## src/rtl/cfra_pkg.sv

```systemverilog
package cfra_pkg;

  // Defaults for the top-level parameters
  localparam int WORD_W_DEF    = 64;
  localparam int MAX_TERMS_DEF = 64;

  // Fixed field widths
  localparam int VAL_W  = 64;
  localparam int NUM_W  = 64;
  localparam int DEN_W  = 62;
  localparam int DIV_W  = 64;
  localparam int EXP_W  = 12;
  localparam int MANT_W = 53;
  localparam int FRAC_W = 52;

  // binary64 decode constants
  localparam logic [10:0] EXPF_SPECIAL = 11'h7ff;
  localparam int          EXP_SUBNORM  = -1074;
  localparam int          EXP_BIAS     = 1075;

  // Bound after reset: largest signed 32-bit value
  localparam logic [DEN_W-1:0] MD_RESET = DEN_W'(32'h7fff_ffff);

  // Datapath operations
  typedef enum logic [3:0] {
    OP_NONE,
    OP_LOAD,
    OP_ERR,
    OP_ZERO_T,
    OP_SHL,
    OP_SHR,
    OP_TRUNC_SET,
    OP_CF_INIT,
    OP_TERM,
    OP_X_A,
    OP_X_DIV,
    OP_X_ZERO,
    OP_SET_LAST,
    OP_H,
    OP_K,
    OP_OUT
  } dp_op_e;

  typedef enum logic {
    DIV_TERM,
    DIV_BOUND
  } div_sel_e;

  typedef enum logic [1:0] {
    MUL_A_K1,
    MUL_X_H1,
    MUL_X_K1
  } mul_sel_e;

  typedef struct packed {
    dp_op_e   op;
    logic     div_start;
    div_sel_e div_sel;
    logic     mul_start;
    mul_sel_e mul_sel;
  } cmd_t;

  typedef struct packed {
    logic infnan;
    logic trunc;
    logic m_zero;
    logic e_neg;
    logic e_zero;
    logic e_ge_lim;
    logic m_wide;
    logic e_big;
    logic lsb;
    logic shl_ovf;
    logic nchk_err;
    logic n_zero;
    logic a_zero;
    logic i_zero;
    logic i_last;
    logic over;
    logic x_ok;
    logic last_ok;
    logic last_q;
    logic div_done;
    logic mul_done;
  } status_t;

endpackage

```

## src/rtl/cfra_ctrl.sv

```systemverilog
module cfra_ctrl (
  input  logic              clk_i,
  input  logic              rst_ni,
  input  logic              in_valid_i,
  output logic              in_ready_o,
  output logic              out_valid_o,
  input  logic              out_ready_i,
  input  cfra_pkg::status_t st_i,
  output cfra_pkg::cmd_t    cmd_o
);

  typedef enum logic [16:0] {
    S_IDLE   = 17'b0_0000_0000_0000_0001,
    S_CLASS  = 17'b0_0000_0000_0000_0010,
    S_SHL    = 17'b0_0000_0000_0000_0100,
    S_SHR    = 17'b0_0000_0000_0000_1000,
    S_STRIP  = 17'b0_0000_0000_0001_0000,
    S_TERM   = 17'b0_0000_0000_0010_0000,
    S_DIV    = 17'b0_0000_0000_0100_0000,
    S_TEST   = 17'b0_0000_0000_1000_0000,
    S_MULO   = 17'b0_0000_0001_0000_0000,
    S_OVER   = 17'b0_0000_0010_0000_0000,
    S_XDIV   = 17'b0_0000_0100_0000_0000,
    S_LAST   = 17'b0_0000_1000_0000_0000,
    S_HSTART = 17'b0_0001_0000_0000_0000,
    S_HWAIT  = 17'b0_0010_0000_0000_0000,
    S_KSTART = 17'b0_0100_0000_0000_0000,
    S_KWAIT  = 17'b0_1000_0000_0000_0000,
    S_DONE   = 17'b1_0000_0000_0000_0000
  } state_e;

  state_e state_q, state_d;
  logic   out_valid_q;

  assign in_ready_o  = (state_q == S_IDLE);
  assign out_valid_o = out_valid_q;

  // Next state and datapath command
  always_comb begin
    state_d       = state_q;
    cmd_o.op        = cfra_pkg::OP_NONE;
    cmd_o.div_start = 1'b0;
    cmd_o.div_sel   = cfra_pkg::DIV_TERM;
    cmd_o.mul_start = 1'b0;
    cmd_o.mul_sel   = cfra_pkg::MUL_A_K1;
    unique case (state_q)
      S_IDLE: begin
        if (in_valid_i) begin
          cmd_o.op = cfra_pkg::OP_LOAD;
          state_d  = S_CLASS;
        end
      end
      S_CLASS: begin
        if (st_i.infnan) begin
          cmd_o.op = cfra_pkg::OP_ERR;
          state_d  = S_DONE;
        end else if (st_i.m_zero) begin
          cmd_o.op = st_i.trunc ? cfra_pkg::OP_ZERO_T : cfra_pkg::OP_CF_INIT;
          state_d  = st_i.trunc ? S_DONE : S_TERM;
        end else if (!st_i.e_neg) begin
          if (st_i.e_ge_lim || st_i.m_wide) begin
            cmd_o.op = cfra_pkg::OP_ERR;
            state_d  = S_DONE;
          end else begin
            state_d = S_SHL;
          end
        end else if (st_i.trunc) begin
          if (st_i.e_big) begin
            cmd_o.op = cfra_pkg::OP_ZERO_T;
            state_d  = S_DONE;
          end else begin
            state_d = S_SHR;
          end
        end else begin
          state_d = S_STRIP;
        end
      end
      // Scale up by the exponent, watching for overflow
      S_SHL: begin
        if (st_i.e_zero) begin
          cmd_o.op = st_i.trunc ? cfra_pkg::OP_TRUNC_SET : cfra_pkg::OP_CF_INIT;
          state_d  = st_i.trunc ? S_DONE : S_TERM;
        end else if (st_i.shl_ovf) begin
          cmd_o.op = cfra_pkg::OP_ERR;
          state_d  = S_DONE;
        end else begin
          cmd_o.op = cfra_pkg::OP_SHL;
        end
      end
      // Drop fraction bits for truncation
      S_SHR: begin
        if (st_i.e_zero) begin
          cmd_o.op = st_i.m_wide ? cfra_pkg::OP_ERR : cfra_pkg::OP_TRUNC_SET;
          state_d  = S_DONE;
        end else begin
          cmd_o.op = cfra_pkg::OP_SHR;
        end
      end
      // Strip trailing zeros into the power of two
      S_STRIP: begin
        if (st_i.e_neg && !st_i.lsb) begin
          cmd_o.op = cfra_pkg::OP_SHR;
        end else if (st_i.m_wide || st_i.nchk_err) begin
          cmd_o.op = cfra_pkg::OP_ERR;
          state_d  = S_DONE;
        end else begin
          cmd_o.op = cfra_pkg::OP_CF_INIT;
          state_d  = S_TERM;
        end
      end
      S_TERM: begin
        if (st_i.n_zero) begin
          cmd_o.op = cfra_pkg::OP_TERM;
          state_d  = S_TEST;
        end else begin
          cmd_o.div_start = 1'b1;
          state_d         = S_DIV;
        end
      end
      S_DIV: begin
        if (st_i.div_done) begin
          cmd_o.op = cfra_pkg::OP_TERM;
          state_d  = S_TEST;
        end
      end
      S_TEST: begin
        if (!st_i.i_zero && st_i.a_zero) begin
          state_d = S_DONE;
        end else begin
          cmd_o.mul_start = 1'b1;
          cmd_o.mul_sel   = cfra_pkg::MUL_A_K1;
          state_d         = S_MULO;
        end
      end
      S_MULO: begin
        cmd_o.mul_sel = cfra_pkg::MUL_A_K1;
        if (st_i.mul_done) begin
          state_d = S_OVER;
        end
      end
      // Bound check on the new denominator
      S_OVER: begin
        if (!st_i.over) begin
          cmd_o.op = cfra_pkg::OP_X_A;
          state_d  = S_HSTART;
        end else if (st_i.x_ok) begin
          cmd_o.div_start = 1'b1;
          cmd_o.div_sel   = cfra_pkg::DIV_BOUND;
          state_d         = S_XDIV;
        end else begin
          cmd_o.op = cfra_pkg::OP_X_ZERO;
          state_d  = S_LAST;
        end
      end
      S_XDIV: begin
        cmd_o.div_sel = cfra_pkg::DIV_BOUND;
        if (st_i.div_done) begin
          cmd_o.op = cfra_pkg::OP_X_DIV;
          state_d  = S_LAST;
        end
      end
      // Take the semi-convergent or keep the last convergent
      S_LAST: begin
        if (st_i.last_ok) begin
          cmd_o.op = cfra_pkg::OP_SET_LAST;
          state_d  = S_HSTART;
        end else begin
          state_d = S_DONE;
        end
      end
      S_HSTART: begin
        cmd_o.mul_start = 1'b1;
        cmd_o.mul_sel   = cfra_pkg::MUL_X_H1;
        state_d         = S_HWAIT;
      end
      S_HWAIT: begin
        cmd_o.mul_sel = cfra_pkg::MUL_X_H1;
        if (st_i.mul_done) begin
          cmd_o.op = cfra_pkg::OP_H;
          state_d  = S_KSTART;
        end
      end
      S_KSTART: begin
        cmd_o.mul_start = 1'b1;
        cmd_o.mul_sel   = cfra_pkg::MUL_X_K1;
        state_d         = S_KWAIT;
      end
      S_KWAIT: begin
        cmd_o.mul_sel = cfra_pkg::MUL_X_K1;
        if (st_i.mul_done) begin
          cmd_o.op = cfra_pkg::OP_K;
          state_d  = (st_i.last_q || st_i.i_last) ? S_DONE : S_TERM;
        end
      end
      // Hand the word to the output register once it is free
      S_DONE: begin
        if (!out_valid_q || out_ready_i) begin
          cmd_o.op = cfra_pkg::OP_OUT;
          state_d  = S_IDLE;
        end
      end
      default: state_d = S_IDLE;
    endcase
  end

  always_ff @(posedge clk_i or negedge rst_ni) begin
    if (!rst_ni) begin
      state_q     <= S_IDLE;
      out_valid_q <= 1'b0;
    end else begin
      state_q <= state_d;
      if (cmd_o.op == cfra_pkg::OP_OUT) begin
        out_valid_q <= 1'b1;
      end else if (out_ready_i) begin
        out_valid_q <= 1'b0;
      end
    end
  end

endmodule

```

## config.mk

```make
export PLATFORM = sky130hd
export DESIGN_NAME = cfra_ctrl
export DESIGN_NICKNAME = d
export VERILOG_FILES = /design/src/rtl/cfra_pkg.sv /design/src/rtl/cfra_ctrl.sv
export SDC_FILE = /design/constraint.sdc
export NUM_CORES = 1
export LEC_CHECK = 0
export BUFFER_PORTS_ARGS = -buffer_cell sky130_fd_sc_hd__buf_2
export CAP_MARGIN = 5
export CORE_UTILIZATION = 40
export DETAILED_ROUTE_END_ITERATION = 10
export PLACE_DENSITY_LB_ADDON = 0.2
export RECOVER_POWER = 100
export SETUP_SLACK_MARGIN = 0.2
export SLEW_MARGIN = 20
export SYNTH_ARGS = -nofsm -noshare
export SYNTH_HDL_FRONTEND = slang
export SYNTH_SLANG_ARGS = --single-unit
```

## constraint.sdc

```tcl
create_clock -name clk_i -period 2.3 [get_ports clk_i]
set_clock_uncertainty 0.2 [all_clocks]
set_input_delay 0.23 -clock clk_i [delete_from_list [all_inputs] [get_ports clk_i]]
set_output_delay 0.23 -clock clk_i [all_outputs]
set_load 0.1 [all_outputs]
```

==> flow_metrics.tcl <==
set metrics [dict create \
    syn_nets 219 \
    yosysTopAreaCellShare_pct 26.8 \
    grt.overflow.total 0 \
    worst_setup_path_start_kind "register" \
    syn_avg_cell_area_um2 8.17 \
    power_switching_share_pct 43.7 \
    critPathMaxStageDelay_ns 0.58 \
    r2r_slack_ns -0.52 \
    dp.cells 342 \
    path_cells "or4_4 -> nor4_4 -> nand2_2 -> or3_4 -> nand4_1 -> or4b_4 -> buf_12" \
    vias_per_cell 6.03 \
    portBuffers 35 \
    fin_crit_sh_pct 127 \
    async_flop_share_pct 100 \
    start_util_pct 42.3 \
    r2r-start "state_q[13]" \
    wl_per_cell_um 18.8 \
    place.gp.congestion 0.979 \
    stdcell_count 373 \
    slew_viol_final 0 \
    hold_viol_final 1 \
    areaGrowthSynthToFinish_pct 97.8 \
    setup_ws_ns -0.622 \
    worst_pin_slew_ns 1.16 \
    hold_path.class "in2reg" \
    hpwlAfterDp_mm 4.65 \
    synth_edf_count 0 \
    numCtsBuffers 3 \
    grt_pass1_wl_mm 10.8 \
    cts.sinks 18 \
    clockBufferDepth 2 \
    end_kind "output port" \
    h-tree-depth 1 \
    p_comb_share_pct 72.0 \
    clkLatencyLatePin_ns 0.26 \
    drv_cap 0 \
    die_width_um 65.0 \
    grt_max_degree 19 \
    path_class "reg2out" \
    antenna_left 0 \
    fmax_mhz 342 \
    clk_pin_slew_ns 0.08 \
    hold_path_end "state_q[10]" \
    rows 22 \
    p_int_mw 1.32 \
    n_fill_cell 207 \
    maxSlewHeadroom_pct 23.2 \
    n_antenna_cell 0 \
    synth_top_cell_by_area "dfrtp_1" \
    reg2reg_depth 11 \
    dr.pass1.iters 4 \
    syn_area_um2 1590 \
    post-route-min-period_ns 2.92 \
    grt_antenna_before_repair 0 \
    nets 351 \
    p_clk_share_pct 11.9 \
    vias 2250 \
    wirelength_mm 7.01 \
    utilization_pct 83.8 \
    regToRegEndpoint "state_q[4]" \
    die_h_um 65.0 \
    cts-root-buf "clkbuf_8" \
    ys_types 56 \
    rsz0062_at_grt "true" \
    grt_usage_pct 33.9 \
    hold_depth 2 \
    p_seq_share_pct 16.1 \
    drc 0 \
    synth.area.top_cells "dfrtp_1 (27%), nand2_1 (4.7%), nor3_1 (4.4%), nor4_4 (4.0%), nor2_1 (3.6%)" \
    synthCells 194 \
    post_route_cells_drive_above_1_share_pct 60.6 \
    cp.arrival_ns 2.49 \
    cp.required_ns 1.87 \
    p_sw_mw 1.02 \
    ys_seq_elements 18 \
    io-pin-count 36 \
    yosys_warnings 0 \
    outcome "finished, violations left" \
    holdWs_ns -0.00455 \
    hp-start "st_i[1]" \
    power.leakage_nw 1.50 \
    synth_ff_type "dfrtp_1" \
    cpMaxStageDelayCell "or4_4" \
    fp.dieArea_um2 4220 \
    irDropWorstVdd_mv 0.683 \
    drtIter0Drc 150 \
    grt_pass1_vias 2249 \
    powerDensity_nw_per_um2 745 \
    crit_fanout 5 \
    setup_viol 17 \
    cts_tree "yes" \
    ys_seq_area_share_pct 28.5 \
    core_area_um2 3740 \
    violations "negative hold slack, negative setup slack" \
]
## worst max-delay path by stage
stage               end         from  slack, ns  depth (start not counted)
2_1_floorplan  cmd_o[7]   state_q[7]      -0.62                          6
3_3_place_gp   cmd_o[7]   state_q[0]      -0.41                          8
3_5_place_dp   cmd_o[7]   state_q[0]      -0.37                          8
4_1_cts        cmd_o[5]  state_q[13]      -0.55                          7
5_1_grt        cmd_o[5]  state_q[13]      -0.68                          7
6_report       cmd_o[5]  state_q[13]      -0.62                          7
## final cells by class
cell class              instances  area [um^2]  area share [%]
clock buffers                   4         55.1            1.76
well taps                      48         60.1            1.92
repair buffers                134         1140            36.4
flip-flops and latches         18          457            14.6
multi-input cells             163         1400            44.6
inverters                       6         22.5           0.718
## cells in the mapped netlist (2+ instances only)
| cell | n |
|---|---|
| or4_1 | 4 |
| a21o_1 | 3 |
| a2111oi_0 | 2 |
| nand4b_1 | 3 |
| o21ai_0 | 10 |
| nor4_4 | 3 |
| nand3_1 | 9 |
| nor4b_1 | 4 |
| buf_2 | 6 |
| nand2_1 | 20 |
| nor4_2 | 2 |
| a31oi_1 | 2 |
| nand4_1 | 8 |
| and3_1 | 3 |
| nor2b_1 | 5 |
| nor4_1 | 4 |
| inv_1 | 6 |
| xnor2_1 | 3 |
| nor3_1 | 14 |
| nand2b_1 | 3 |
| dfrtp_1 | 17 |
| and2_1 | 3 |
| a22oi_1 | 2 |
| o22ai_1 | 2 |
| or3_1 | 3 |
| nor2_1 | 15 |
| a21oi_1 | 5 |
| nor3b_1 | 5 |
## layout by cell type (no fill, tap or decap), drive strengths merged, types with 4 or more instances in the layout
cell,count
inv,6
nand3,9
or3,4
nor4,9
a21oi,5
nor3b,5
nor3,14
nand4,8
dfrtp,17
buf,126
nor2b,5
clkbuf,9
nand2,21
or4,5
nor2,15
o21ai,11
nor4b,4
## routing by layer
| layer | track usage (%) | up-vias | wire (um) |
|---|---|---|---|
| li1 | - | 1010 | - |
| met1 | 41.3 | 1074 | 2730 |
| met2 | 58.9 | 135 | 3560 |
| met3 | 3.87 | 31 | 449 |
| met4 | 16.1 | 0 | 264 |
| met5 | 0 | - | 0 |
## sequential cells by signal (all words and copies together), names as in the netlist
register and count:
out_valid_o 1, state_q 17
## logic make-up after synthesis
group	count (synthesis)	share of synthesized area, %
mux	1	0.631
simple gates	119	47.0
buf+inv	13	4.03
compound gates	39	17.7
xor+xnor	4	2.21
flops	18	28.5
## what timing repair did
item	CTS	global route
endpoints found under the hold margin	19	0
hold buffers	3	0
gates resized for setup	47	29
pin swaps	19	14
setup endpoints to repair	22	24
buffers inserted	15	9
## worst max-delay path, delay by kind of cell, from the launching register on
kind	cells	cell delay (ns)
AND/OR/NAND/NOR	6	1.65
buffers and inverters	1	0.16
flip-flops	1	0.42
## power groups by stage
stage               combinational, mW  sequential, mW  clock (mW)
global placement                 1.28           0.374           0
floorplan                       0.702           0.412           0
finish                           1.68           0.377       0.277
CTS                              1.48           0.372       0.268
detailed placement               1.29           0.377           0
global route                     1.75           0.380       0.286
## through the flow
stage / area (um^2) / TNS [ns] / setup slack [ns] / total power, mW
2_1_floorplan: 1710 / -2.14 / -0.618 / 1.11
3_3_place_gp: 2580 / -2.92 / -0.405 / 1.66
3_5_place_dp: 2580 / -3.11 / -0.375 / 1.67
4_1_cts: 2970 / -4.34 / -0.547 / 2.12
5_1_grt: 3140 / -7.47 / -0.677 / 2.42
6_report: 3140 / -6.29 / -0.622 / 2.34
Power figures use the tool's default switching activity.
